File: src/hdl/pdf_pkg.sv
// ----------------------------------------------------------------------------
// pdf_pkg
// Shared types and constants of the per-ID packet decimation filter: field
// widths, verdict and register codes, controller states and the command and
// status bundles between controller and datapath.
// ----------------------------------------------------------------------------
`default_nettype none

package pdf_pkg;

  // Field widths
  localparam int ID_W    = 16;
  localparam int DEC_W   = 8;
  localparam int CNT_W   = 8;
  localparam int TOTAL_W = 32;
  localparam int USE_W   = 7;
  localparam int VERD_W  = 3;

  // Configuration port
  localparam int APB_AW = 3;
  localparam int APB_DW = 32;

  // Default table depth
  localparam int MAX_ENTRIES_DEF = 64;

  // Request action codes
  localparam logic ACT_ADD    = 1'b0;
  localparam logic ACT_PACKET = 1'b1;

  // Register index codes (word index from paddr)
  localparam logic REG_CMD_ID  = 1'b0;
  localparam logic REG_WAKE_ID = 1'b1;

  typedef enum logic [VERD_W-1:0] {
    V_SENT    = 3'd0,
    V_DROPPED = 3'd1,
    V_NOMATCH = 3'd2,
    V_CYCLE   = 3'd3,
    V_ADDED   = 3'd4,
    V_FULL    = 3'd5
  } verdict_t;

  typedef enum logic [1:0] {
    ST_IDLE,
    ST_DECIDE,
    ST_SCAN
  } ctrl_state_t;

  // One filter table entry
  typedef struct packed {
    logic [ID_W-1:0]  id;
    logic [DEC_W-1:0] dec;
    logic [CNT_W-1:0] cnt;
  } entry_t;

  // Controller to datapath
  typedef struct packed {
    logic load;        // capture request fields
    logic scan_first;  // read entry 0
    logic scan_next;   // read next entry
    logic do_add;      // append entry or report full
    logic do_cycle;    // count command or wakeup packet
    logic do_hit;      // update matched entry and totals
    logic do_nomatch;  // report no matching filter
  } ctrl_cmd_t;

  // Datapath to controller
  typedef struct packed {
    logic is_add;
    logic is_cycle;
    logic empty;
    logic more;
    logic match;
  } dp_stat_t;

endpackage

`default_nettype wire

File: src/hdl/pdf_regs.sv
// ----------------------------------------------------------------------------
// pdf_regs
// Configuration registers behind the APB-style port: command ID and wakeup
// ID, with zero-wait writes and read-back.
// ----------------------------------------------------------------------------
`default_nettype none

module pdf_regs (
  input  wire logic                       clk,
  input  wire logic                       rst_n,
  input  wire logic                       psel,
  input  wire logic                       penable,
  input  wire logic                       pwrite,
  input  wire logic [pdf_pkg::APB_AW-1:0] paddr,
  input  wire logic [pdf_pkg::APB_DW-1:0] pwdata,
  output logic      [pdf_pkg::APB_DW-1:0] prdata,
  output logic                            pready,
  output logic      [pdf_pkg::ID_W-1:0]   cmd_id,
  output logic      [pdf_pkg::ID_W-1:0]   wake_id
);
  import pdf_pkg::*;

  logic [ID_W-1:0] cmd_id_r;
  logic [ID_W-1:0] cmd_id_nxt;
  logic [ID_W-1:0] wake_id_r;
  logic [ID_W-1:0] wake_id_nxt;
  logic            wr_hit;
  logic            reg_sel;

  assign pready  = 1'b1;
  assign wr_hit  = psel && penable && pwrite && pready;
  assign reg_sel = paddr[2];

  // Decode register writes
  always_comb begin
    cmd_id_nxt  = cmd_id_r;
    wake_id_nxt = wake_id_r;
    if (wr_hit) begin
      case (reg_sel)
        REG_CMD_ID:  cmd_id_nxt  = pwdata[ID_W-1:0];
        REG_WAKE_ID: wake_id_nxt = pwdata[ID_W-1:0];
        default:     cmd_id_nxt  = cmd_id_r;
      endcase
    end
  end

  always_ff @(posedge clk) begin
    if (!rst_n) begin
      cmd_id_r  <= '0;
      wake_id_r <= '0;
    end else begin
      cmd_id_r  <= cmd_id_nxt;
      wake_id_r <= wake_id_nxt;
    end
  end

  // Read back
  always_comb begin
    case (reg_sel)
      REG_CMD_ID:  prdata = {{(APB_DW-ID_W){1'b0}}, cmd_id_r};
      REG_WAKE_ID: prdata = {{(APB_DW-ID_W){1'b0}}, wake_id_r};
      default:     prdata = '0;
    endcase
  end

  assign cmd_id  = cmd_id_r;
  assign wake_id = wake_id_r;

endmodule

`default_nettype wire

File: src/hdl/pdf_ctrl.sv
// ----------------------------------------------------------------------------
// pdf_ctrl
// Request sequencer: takes a request, decides its kind, walks the filter
// table one entry per cycle and issues the finishing command.
// ----------------------------------------------------------------------------
`default_nettype none

module pdf_ctrl (
  input  wire logic                 clk,
  input  wire logic                 rst_n,
  input  wire logic                 start,
  output logic                      busy,
  input  wire pdf_pkg::dp_stat_t    stat,
  output pdf_pkg::ctrl_cmd_t        cmd
);
  import pdf_pkg::*;

  ctrl_state_t state_r;
  ctrl_state_t state_nxt;

  always_ff @(posedge clk) begin
    if (!rst_n) begin
      state_r <= ST_IDLE;
    end else begin
      state_r <= state_nxt;
    end
  end

  // Next state and commands
  always_comb begin
    state_nxt = state_r;
    cmd       = '0;
    busy      = 1'b1;
    case (state_r)
      ST_IDLE: begin
        busy = 1'b0;
        if (start) begin
          cmd.load  = 1'b1;
          state_nxt = ST_DECIDE;
        end
      end
      ST_DECIDE: begin
        if (stat.is_add) begin
          cmd.do_add = 1'b1;
          state_nxt  = ST_IDLE;
        end else if (stat.is_cycle) begin
          cmd.do_cycle = 1'b1;
          state_nxt    = ST_IDLE;
        end else if (stat.empty) begin
          cmd.do_nomatch = 1'b1;
          state_nxt      = ST_IDLE;
        end else begin
          cmd.scan_first = 1'b1;
          state_nxt      = ST_SCAN;
        end
      end
      ST_SCAN: begin
        // First match wins; otherwise keep reading until the table ends
        if (stat.match) begin
          cmd.do_hit = 1'b1;
          state_nxt  = ST_IDLE;
        end else if (stat.more) begin
          cmd.scan_next = 1'b1;
        end else begin
          cmd.do_nomatch = 1'b1;
          state_nxt      = ST_IDLE;
        end
      end
      default: begin
        state_nxt = ST_IDLE;
      end
    endcase
  end

endmodule

`default_nettype wire

File: src/hdl/pdf_dp.sv
// ----------------------------------------------------------------------------
// pdf_dp
// Datapath: filter table memory with registered read, request registers,
// entry count, sent/dropped/cycle totals and the result strobe.
// ----------------------------------------------------------------------------
`default_nettype none

module pdf_dp #(
  parameter int MAX_ENTRIES = pdf_pkg::MAX_ENTRIES_DEF
) (
  input  wire logic                        clk,
  input  wire logic                        rst_n,
  input  wire pdf_pkg::ctrl_cmd_t          cmd,
  output pdf_pkg::dp_stat_t                stat,
  input  wire logic                        in_action,
  input  wire logic [pdf_pkg::ID_W-1:0]    in_msg_id,
  input  wire logic [pdf_pkg::DEC_W-1:0]   in_decimation,
  input  wire logic [pdf_pkg::ID_W-1:0]    cmd_id,
  input  wire logic [pdf_pkg::ID_W-1:0]    wake_id,
  output logic                             out_strobe,
  output logic [pdf_pkg::VERD_W-1:0]       out_verdict,
  output logic [pdf_pkg::TOTAL_W-1:0]      out_sent_total,
  output logic [pdf_pkg::TOTAL_W-1:0]      out_dropped_total,
  output logic [pdf_pkg::TOTAL_W-1:0]      out_cycle_total,
  output logic [pdf_pkg::USE_W-1:0]        out_entries_in_use
);
  import pdf_pkg::*;

  localparam int CW = $clog2(MAX_ENTRIES + 1);
  localparam int IW = (MAX_ENTRIES > 1) ? $clog2(MAX_ENTRIES) : 1;

  // Filter table
  entry_t entry_mem [MAX_ENTRIES];

  logic             req_action_r;
  logic [ID_W-1:0]  req_id_r;
  logic [DEC_W-1:0] req_dec_r;

  logic [CW-1:0]    count_r;
  logic [CW-1:0]    count_nxt;
  logic [CW-1:0]    scan_idx_r;
  logic [CW-1:0]    scan_idx_nxt;
  logic [IW-1:0]    chk_idx_r;
  entry_t           rd_data_r;

  logic [TOTAL_W-1:0] sent_r;
  logic [TOTAL_W-1:0] sent_nxt;
  logic [TOTAL_W-1:0] drop_r;
  logic [TOTAL_W-1:0] drop_nxt;
  logic [TOTAL_W-1:0] cyc_r;
  logic [TOTAL_W-1:0] cyc_nxt;

  logic     strobe_r;
  logic     strobe_nxt;
  verdict_t verdict_r;
  verdict_t verdict_nxt;

  logic             rd_en;
  logic [IW-1:0]    rd_addr;
  logic             wr_en;
  logic [IW-1:0]    wr_addr;
  entry_t           wr_data;
  logic             full;
  logic [CNT_W-1:0] cnt_inc;
  logic             pass;

  logic [CW+USE_W-1:0] use_ext;

  // Hold request fields
  always_ff @(posedge clk) begin
    if (cmd.load) begin
      req_action_r <= in_action;
      req_id_r     <= in_msg_id;
      req_dec_r    <= in_decimation;
    end
  end

  // Status
  assign full        = (count_r == CW'(MAX_ENTRIES));
  assign stat.is_add   = (req_action_r == ACT_ADD);
  assign stat.is_cycle = (req_id_r == cmd_id) || (req_id_r == wake_id);
  assign stat.empty    = (count_r == '0);
  assign stat.more     = (scan_idx_r < count_r);
  assign stat.match    = (rd_data_r.id == req_id_r);

  // Table read: one entry per cycle
  assign rd_en   = cmd.scan_first || cmd.scan_next;
  assign rd_addr = cmd.scan_first ? '0 : scan_idx_r[IW-1:0];

  always_ff @(posedge clk) begin
    if (rd_en) begin
      rd_data_r <= entry_mem[rd_addr];
      chk_idx_r <= rd_addr;
    end
  end

  always_comb begin
    scan_idx_nxt = scan_idx_r;
    if (cmd.scan_first) begin
      scan_idx_nxt = CW'(1);
    end else if (cmd.scan_next) begin
      scan_idx_nxt = scan_idx_r + CW'(1);
    end
  end

  always_ff @(posedge clk) begin
    if (!rst_n) begin
      scan_idx_r <= '0;
    end else begin
      scan_idx_r <= scan_idx_nxt;
    end
  end

  // Decimation check on the matched entry
  assign cnt_inc = rd_data_r.cnt + CNT_W'(1);
  assign pass    = (cnt_inc >= rd_data_r.dec);

  // Table write: append on add, counter write-back on hit
  always_comb begin
    wr_en   = (cmd.do_add && !full) || cmd.do_hit;
    wr_addr = count_r[IW-1:0];
    wr_data = '{id: req_id_r, dec: req_dec_r, cnt: '0};
    if (cmd.do_hit) begin
      wr_addr = chk_idx_r;
      wr_data = '{id: rd_data_r.id, dec: rd_data_r.dec,
                  cnt: (pass ? '0 : cnt_inc)};
    end
  end

  always_ff @(posedge clk) begin
    if (wr_en) begin
      entry_mem[wr_addr] <= wr_data;
    end
  end

  // Totals, entry count and result
  always_comb begin
    count_nxt   = count_r;
    sent_nxt    = sent_r;
    drop_nxt    = drop_r;
    cyc_nxt     = cyc_r;
    strobe_nxt  = 1'b0;
    verdict_nxt = verdict_r;
    if (cmd.do_add) begin
      strobe_nxt = 1'b1;
      if (full) begin
        verdict_nxt = V_FULL;
      end else begin
        count_nxt   = count_r + CW'(1);
        verdict_nxt = V_ADDED;
      end
    end else if (cmd.do_cycle) begin
      strobe_nxt  = 1'b1;
      cyc_nxt     = cyc_r + TOTAL_W'(1);
      verdict_nxt = V_CYCLE;
    end else if (cmd.do_hit) begin
      strobe_nxt = 1'b1;
      if (pass) begin
        sent_nxt    = sent_r + TOTAL_W'(1);
        verdict_nxt = V_SENT;
      end else begin
        drop_nxt    = drop_r + TOTAL_W'(1);
        verdict_nxt = V_DROPPED;
      end
    end else if (cmd.do_nomatch) begin
      strobe_nxt  = 1'b1;
      verdict_nxt = V_NOMATCH;
    end
  end

  always_ff @(posedge clk) begin
    if (!rst_n) begin
      count_r  <= '0;
      sent_r   <= '0;
      drop_r   <= '0;
      cyc_r    <= '0;
      strobe_r <= 1'b0;
    end else begin
      count_r  <= count_nxt;
      sent_r   <= sent_nxt;
      drop_r   <= drop_nxt;
      cyc_r    <= cyc_nxt;
      strobe_r <= strobe_nxt;
    end
  end

  always_ff @(posedge clk) begin
    verdict_r <= verdict_nxt;
  end

  // Drive result ports
  assign use_ext            = {{USE_W{1'b0}}, count_r};
  assign out_strobe         = strobe_r;
  assign out_verdict        = verdict_r;
  assign out_sent_total     = sent_r;
  assign out_dropped_total  = drop_r;
  assign out_cycle_total    = cyc_r;
  assign out_entries_in_use = use_ext[USE_W-1:0];

endmodule

`default_nettype wire

File: src/hdl/per_id_packet_decimation_filter_unit.sv
// ----------------------------------------------------------------------------
// per_id_packet_decimation_filter_unit
// Per-message-ID decimation filter: a table of IDs with decimation factors
// and running counters decides whether each packet is sent or dropped, and
// keeps sent, dropped and cycle totals.
//
//   Channel  Ports                                  Handshake
//   -------  -------------------------------------  -----------------------
//   request  in_action, in_msg_id, in_decimation    start high, busy low
//   result   out_verdict, out_*_total,              out_strobe, one cycle
//            out_entries_in_use
//   config   psel, penable, pwrite, paddr, pwdata,  APB write, pready = 1
//            prdata, pready
//
// Timing: busy rises on the edge that takes the request. An add, a
// command/wakeup packet or a packet against an empty table holds busy only
// in the decide state. A lookup reads one table entry per cycle: busy holds
// through the decide state and one scan state per entry read, up to the
// match or over all entries in use. The result strobe sits in the first
// cycle with busy low again, and start may be taken in that same cycle.
// Reset (rst_n low, synchronous) clears state, count, scan index, totals,
// strobe and ID registers, not the table. The receiver cannot stall.
// ----------------------------------------------------------------------------
`default_nettype none

module per_id_packet_decimation_filter_unit #(
  parameter int MAX_ENTRIES = pdf_pkg::MAX_ENTRIES_DEF
) (
  input  wire logic                        clk,
  input  wire logic                        rst_n,
  // Request
  input  wire logic                        start,
  output logic                             busy,
  input  wire logic                        in_action,
  input  wire logic [pdf_pkg::ID_W-1:0]    in_msg_id,
  input  wire logic [pdf_pkg::DEC_W-1:0]   in_decimation,
  // Result
  output logic                             out_strobe,
  output logic [pdf_pkg::VERD_W-1:0]       out_verdict,
  output logic [pdf_pkg::TOTAL_W-1:0]      out_sent_total,
  output logic [pdf_pkg::TOTAL_W-1:0]      out_dropped_total,
  output logic [pdf_pkg::TOTAL_W-1:0]      out_cycle_total,
  output logic [pdf_pkg::USE_W-1:0]        out_entries_in_use,
  // Configuration
  input  wire logic                        psel,
  input  wire logic                        penable,
  input  wire logic                        pwrite,
  input  wire logic [pdf_pkg::APB_AW-1:0]  paddr,
  input  wire logic [pdf_pkg::APB_DW-1:0]  pwdata,
  output logic      [pdf_pkg::APB_DW-1:0]  prdata,
  output logic                             pready
);
  import pdf_pkg::*;

  ctrl_cmd_t       cmd;
  dp_stat_t        stat;
  logic [ID_W-1:0] cmd_id;
  logic [ID_W-1:0] wake_id;

  // Configuration registers
  pdf_regs u_regs (
    .clk     (clk),
    .rst_n   (rst_n),
    .psel    (psel),
    .penable (penable),
    .pwrite  (pwrite),
    .paddr   (paddr),
    .pwdata  (pwdata),
    .prdata  (prdata),
    .pready  (pready),
    .cmd_id  (cmd_id),
    .wake_id (wake_id)
  );

  // Sequencer
  pdf_ctrl u_ctrl (
    .clk   (clk),
    .rst_n (rst_n),
    .start (start),
    .busy  (busy),
    .stat  (stat),
    .cmd   (cmd)
  );

  // Table, counters and result registers
  pdf_dp #(
    .MAX_ENTRIES (MAX_ENTRIES)
  ) u_dp (
    .clk                (clk),
    .rst_n              (rst_n),
    .cmd                (cmd),
    .stat               (stat),
    .in_action          (in_action),
    .in_msg_id          (in_msg_id),
    .in_decimation      (in_decimation),
    .cmd_id             (cmd_id),
    .wake_id            (wake_id),
    .out_strobe         (out_strobe),
    .out_verdict        (out_verdict),
    .out_sent_total     (out_sent_total),
    .out_dropped_total  (out_dropped_total),
    .out_cycle_total    (out_cycle_total),
    .out_entries_in_use (out_entries_in_use)
  );

endmodule

`default_nettype wire
File: config.mk
export PLATFORM = sky130hd
export DESIGN_NAME = per_id_packet_decimation_filter_unit
export DESIGN_NICKNAME = d
export VERILOG_FILES = /design/src/hdl/pdf_pkg.sv /design/src/hdl/pdf_regs.sv /design/src/hdl/pdf_ctrl.sv /design/src/hdl/pdf_dp.sv /design/src/hdl/per_id_packet_decimation_filter_unit.sv
export SDC_FILE = /design/constraint.sdc
export NUM_CORES = 2
export LEC_CHECK = 0
export BUFFER_PORTS_ARGS = -buffer_cell sky130_fd_sc_hd__buf_2
export CELL_PAD_IN_SITES_DETAIL_PLACEMENT = 2
export CELL_PAD_IN_SITES_GLOBAL_PLACEMENT = 2
export CORE_MARGIN = 10
export CORE_UTILIZATION = 48
export DETAILED_ROUTE_END_ITERATION = 8
export GPL_ROUTABILITY_DRIVEN = 0
export GPL_TIMING_DRIVEN = 0
export PLACE_DENSITY_LB_ADDON = 0.08
export RECOVER_POWER = 50
export SETUP_SLACK_MARGIN = 0.1
export SLEW_MARGIN = 20
export SYNTH_ARGS = -nofsm -noshare
export SYNTH_HDL_FRONTEND = slang
export SYNTH_SLANG_ARGS = --single-unit
File: constraint.sdc
create_clock -name clk -period 7 [get_ports clk]
set_clock_uncertainty 0.05 [all_clocks]
set_input_delay 0.7 -clock clk [delete_from_list [all_inputs] [get_ports clk]]
set_output_delay 0.7 -clock clk [all_outputs]
set_load 0.01 [all_outputs]
# Yosys cells after proc, flatten, opt, wreduce, memory -nomap -nowiden
# Memories as Yosys holds them, arrays and structs flattened. A register that Yosys moved wholly into a read port is not among the register bits.
# Cells that the tools add are included.
dict set report totals {
  ff_bits 179
  ramBits 2048
  in_bits 66
  out_inout_bits 141
  n_memories 1
}
# memory words width rd rd_clocked_by_memory_dff wr line_no
set mem_list {}
lappend mem_list {u_dp.entry_mem 64 32 1 1 1 pdf_dp.sv:33} ;# entry_t entry_mem [MAX_ENTRIES];
dict set report op_classes {
  addsub 6
  n_lt_le_gt_ge 2
  n_eq_ne 8
  n_mux 48
  n_bitwise 6
  reduce_logical 19
}
# op count
set op_table {}
lappend op_table {{adder 32 x 1 -> 32 bit (second input constant)} 3}
lappend op_table {{one-hot mux 32 bit (2 select lines)} 1}
lappend op_table {{equality test 16 bit} 3}
lappend op_table {{two-way mux 32 bit} 1}
lappend op_table {{two-way mux 1 bit} 30}
lappend op_table {{adder 7 x 1 -> 7 bit (second input constant)} 2}
lappend op_table {{two-way mux 2 bit} 7}
lappend op_table {{two-way mux 3 bit} 4}
lappend op_table {{two-way mux 6 bit} 2}
lappend op_table {{AND reduction 2 bit} 5}
lappend op_table {{adder 8 x 1 -> 8 bit (second input constant)} 1}
lappend op_table {{>= comparator 8 bit} 1}
lappend op_table {{two-way mux 8 bit} 1}
lappend op_table {{AND reduction 4 bit} 2}
lappend op_table {{equality test 7 bit (second input constant)} 1}
lappend op_table {{logical NOT 7 bit} 1}
lappend op_table {{less-than comparator 7 bit} 1}
lappend op_table {{inverter 1 bit} 6}
lappend op_table {{one-hot mux 2 bit (3 select lines)} 1}
lappend op_table {{nonzero test 4 bit} 1}
lappend op_table {{logical AND 1 bit} 3}
lappend op_table {{logical OR 1 bit} 3}
lappend op_table {{!= test 3 bit (second input constant)} 1}
lappend op_table {{equality test 2 x 1 -> 1 bit (second input constant)} 1}
lappend op_table {{7 further kinds} 7}

# Logic depth before layout (Yosys ltp)
dict set report depth {
  word_depth 9
  depth_mapped 14
}

# Modules after synthesis
# A second synthesis with hierarchy kept.
dict set report hier_totals {
  cells_unflattened 5390
  area_unflattened_um2 89548.4
}
# module n_inst cells_each area_per_inst_um2 seq_area_each_um2
set by_module_without_submodules {}
lappend by_module_without_submodules {pdf_dp 1 5204 87724.1 65703.0}
lappend by_module_without_submodules {pdf_regs 1 159 1581.5 640.6}
lappend by_module_without_submodules {pdf_ctrl 1 27 242.7 40.0}

# Worst setup path after synthesis
# Ideal clock, no wire load.
dict set report synth_timing {
  kind {reg2reg}
  startpoint {register u_dp.req_id_r[12]}
  endpoint {memory u_dp.entry_mem[0][10] (netlist name), data pin}
  arrival_ps 4481
  slack_ps 1768
  path_stages_with_launch 9
  n_path_buf 3
  path_cell_list {edfxtp_1 xnor2_1 nand4_1 nor4_4 nand2_1 clkbuf_1 clkbuf_1 clkbuf_1 o21ai_0}
}
# item line_no
set synth_lines {}
lappend synth_lines {{start, declared} pdf_dp.sv:36} ;# logic [ID_W-1:0] req_id_r;
lappend synth_lines {{start signal, assigned} pdf_dp.sv:73} ;# req_id_r <= in_msg_id;
lappend synth_lines {{end, declared} pdf_dp.sv:33}

==> out/qor.log <==
INFO  logic_synthesis postSynthAreaPerCell=17.19squm
INFO  clock_tree     clkLatencyLatePin=950ps
INFO  floorplan      initial_utilization=0.4825
INFO  flow_run       drv_cap=53
INFO  floorplan      num_rows=158
INFO  logic_synthesis dominant_cell_by_count_in_the_synthesized_netlist=sky130_fd_sc_hd__edfxtp_1
INFO  clock_tree     tritoncts.num_buffers=229
INFO  timing         min_period_over_period=0.9684
INFO  critical_path  cp_data_arrival_time=7450ps
INFO  critical_path  critical_path.cell_chain=xnor2_1, nand4_1, nor4_4, nand2_1, clkbuf_1, clkbuf_1, clkbuf_1, o21ai_0, clkbuf_1, buf_16
INFO  critical_path  critPathBufInv=5
INFO  critical_path  timing.critical_path.slowest_cell_delay=1320ps
INFO  power_and_ir_drop ir_drop=0.0003020V
INFO  logic_synthesis ys_top_cells_by_count=2114 x sky130_fd_sc_hd__edfxtp_1, 270 x sky130_fd_sc_hd__a21oi_1, 258 x sky130_fd_sc_hd__clkbuf_1, 258 x sky130_fd_sc_hd__mux4_2, 229 x sky130_fd_sc_hd__nand2_1
INFO  critical_path  critical_path.max_fanout=24
INFO  placed_design  pre_cts_ws=641.8ps
INFO  critical_path  timing.setup.critical_path_class=flop to flop
INFO  timing         rsz_0062_raised_after_global_routing=false
INFO  grt            grt.total_usage=0.3753
INFO  clock_tree     cts_max_path_buffers=3
INFO  cells_and_area instances_no_fill=8489
INFO  grt            global_route.usage.met2=0.6016
INFO  critical_path  required=7670ps
INFO  critical_path  start_kind=flop
INFO  logic_synthesis synth.lib_cells_used.distinct=70
INFO  timing         fin_worst_hold_slack=-8.167ps
INFO  logic_synthesis synth_enable_flop_cells=2114
INFO  hold_path      timing.hold.worst.class=input port to flop
INFO  timing         post-route-min-period=6779ps
INFO  floorplan      dieWidth=451.8microns
INFO  timing         finalHoldViolations=1
INFO  routing        wl_per_cell=45.99microns
INFO  timing         maxSlewHeadroom=-1.946
INFO  logic_synthesis ys_top_cells_by_area=sky130_fd_sc_hd__edfxtp_1 71%, sky130_fd_sc_hd__mux4_2 6.5%, sky130_fd_sc_hd__dfxtp_1 3.2%, sky130_fd_sc_hd__mux2i_1 2.2%, sky130_fd_sc_hd__a21oi_1 1.5%
INFO  logic_synthesis yosysTopAreaCell=sky130_fd_sc_hd__edfxtp_1
INFO  logic_synthesis sequential_area_share_after_synthesis=0.7419
INFO  placed_design  port_buffer_cells=170
INFO  grt            grt_use_met1=0.4653
INFO  placed_design  hpwl=237.6mm
INFO  routing        drt_first_pass_iters=6
INFO  timing         worst_pin_slew=4420ps
INFO  grt            grt_most_used_layer=met2
INFO  logic_synthesis synthesis.area=89480squm
INFO  logic_synthesis synth.yosys.warnings=0
INFO  cells_and_area areaGrowthSynthToFinish=16.22%
INFO  grt            grt_pass1_wl=537.1mm
INFO  grt            first_global_vias=61390
INFO  outcome        outcome=finished with violations
INFO  cells_and_area drive_above_1_share=0.1677
INFO  critical_path  critical_path.top_delay_family=buffers and inverters
INFO  cells_and_area fill_cells=16060
INFO  grt            antenna_found_initial=33
INFO  logic_synthesis ys_dominant_reg_cell=sky130_fd_sc_hd__edfxtp_1
INFO  cells_and_area design.final.nets=5883
INFO  critical_path  end_kind=flop
INFO  routing        vias_per_cell=6.963
INFO  logic_synthesis synth.ff_latch_count=2259
INFO  grt            met3_usage=0.09698
INFO  floorplan      chipHeight=451.8microns
INFO  grt            grt-ovfl-total=0
INFO  timing         setup_violations=0
INFO  routing        wirelength=390.4mm
INFO  critical_path  crit_path_top_delay_cell=sky130_fd_sc_hd__clkbuf_1
INFO  logic_synthesis synth_async_sr_flop_share=0
INFO  clock_tree     cts_root_buf=sky130_fd_sc_hd__clkbuf_16
INFO  floorplan      core_region_area=185400squm
INFO  timing         maxSlewViolCount=1625
INFO  logic_synthesis synthCells=5206
INFO  critical_path  crit_top_cell=sky130_fd_sc_hd__clkbuf_1
INFO  placed_design  placedCellCount=8003
INFO  clock_tree     post_cts_resized=0
INFO  power_and_ir_drop power.static_leakage=31.87nW
INFO  clock_tree     worst_setup_hold_path_clk_slew=70ps
INFO  clock_tree     htree_levels=4
INFO  timing         postLayoutSetupSlackWorst=220.9ps
INFO  timing         max_clock_freq=147.5MHz
INFO  floorplan      floorplan.die_area=204100squm
INFO  power_and_ir_drop powerDensity=277.0nW/um^2
INFO  clock_tree     cts_sinks=2259
INFO  grt            grt_start_max_net_pins=65
INFO  logic_synthesis netlist.area_leader.share=0.7095
INFO  routing        detail-route-antenna-nets=0
INFO  outcome        violated_checks=negative hold slack, max-capacitance violations, max-slew violations
INFO  routing        drt_drc_violations_left=0
INFO  power_and_ir_drop power=28.81mW
INFO  routing        num_vias=59110
INFO  timing         setup-tns-final=0ps
INFO  routing        drt_first_iter_violations=9221
INFO  clock_tree     clock_tree_from_tritoncts=built
INFO  floorplan      io_pins=207
## sequential cells by signal (all words and copies together), names as in the netlist
name,flops
u_regs.cmd_id,16
u_dp.entry_mem,2048
u_dp.out_sent_total,32
u_dp.rd_data_r,32
u_dp.scan_idx_r,7
u_dp.out_cycle_total,32
u_dp.req_action_r,1
u_ctrl.state_r,2
u_dp.out_verdict,3
u_dp.req_dec_r,8
u_dp.req_id_r,16
u_dp.out_dropped_total,32
u_dp.out_entries_in_use,7
u_dp.out_strobe,1
u_regs.wake_id,16
u_dp.chk_idx_r,6
## repair_timing
item                      4_1_cts  5_1_grt
hold endpoints to repair       40        0
setup buffers                   0        0
hold buffers                   34        0
## path summary, 6_finish.rpt
| kind | startpoint | endpoint | slack [ps] | cells past startpoint |
|---|---|---|---|---|
| worst max-delay path | u_dp.req_id_r[4] | u_dp.entry_mem[51][14] | 220 | 10 |
| worst min-delay path | pwdata[13] | u_regs.wake_id[13] | -8 | 3 |
| worst max register to register | u_dp.req_id_r[4] | u_dp.entry_mem[51][14] | 220 | 10 |
| worst min register to register | u_dp.out_cycle_total[31] | u_dp.out_cycle_total[31] | 430 | 2 |
## per-stage QoR
| step | util | hold WS, ps | area (sq um) |
|---|---|---|---|
| after CTS | 0.5671 | 2.458 | 105200 |
| final | 0.5608 | -8.167 | 104000 |
| after global routing | 0.5606 | 14.27 | 104000 |
| after detailed placement | 0.5248 | 418.1 | 97320 |
| after global placement | 0.5042 | 401.3 | 93490 |
| after floorplan | - | 407.6 | 89530 |
## tightest hold or removal path: stages
cell                      delay, ps
sky130_fd_sc_hd__buf_2          110
sky130_fd_sc_hd__nand2_1         70
sky130_fd_sc_hd__a21oi_1         60
## area by class of cell
type,instances,area (sq um),area share
well taps,2480,3103,0.02984
diodes,16,40.04,0.0003850
clock inverters,155,1540,0.01481
plain buffers,360,1525,0.01467
flip-flops and latches,2259,66380,0.6384
multi-input cells,2529,21750,0.2092
repair buffers,341,3408,0.03278
clock buffers,276,5958,0.05730
inverters,73,274.0,0.002635
## where the power goes
part	leakage [nW]	switching, mW	internal [mW]
combinational	8.16	0.609	0.153
clock	3.66	6.10	7.13
sequential	20.0	0.0380	14.8
## cell usage in the layout, fill, tap and decap left out, types with 125 or more instances in the layout
| cell type | netlist | layout |
|---|---|---|
| sky130_fd_sc_hd__o21ai_0 | 138 | 139 |
| sky130_fd_sc_hd__nand2_1 | 229 | 229 |
| sky130_fd_sc_hd__a21oi_1 | 270 | 270 |
| sky130_fd_sc_hd__dfxtp_1 | 145 | 145 |
| sky130_fd_sc_hd__clkbuf_16 | 0 | 230 |
| sky130_fd_sc_hd__mux2i_1 | 200 | 200 |
| sky130_fd_sc_hd__clkbuf_1 | 258 | 468 |
| sky130_fd_sc_hd__nor2_1 | 225 | 173 |
| sky130_fd_sc_hd__mux4_2 | 258 | 258 |
| sky130_fd_sc_hd__a211oi_1 | 125 | 125 |
| sky130_fd_sc_hd__edfxtp_1 | 2114 | 2114 |
## per-layer routing
metal | part of all wire | vias up
li1 | - | 22050
met1 | 0.36 | 31370
met2 | 0.47 | 4405
met3 | 0.10 | 1259
met4 | 0.070 | 26
met5 | 0.00059 | -
## cell families (layout without fill, tap and decap cells)
logic type               count (synthesis)  in the layout  synth area share
other                                    2             33        0.00008393
XOR/XNOR                               146            146           0.01429
flip-flops                            2259           2259            0.7419
AO/OA/AOI/OAI                          950            950           0.07408
buffers and inverters                  433           1205           0.01988
adder cells (fa/ha/maj)                 24             24          0.003356
multiplexers                           571            571            0.1015
AND/OR/NAND/NOR                        821            821           0.04486
Note: power is estimated with default switching activity, not from simulation.
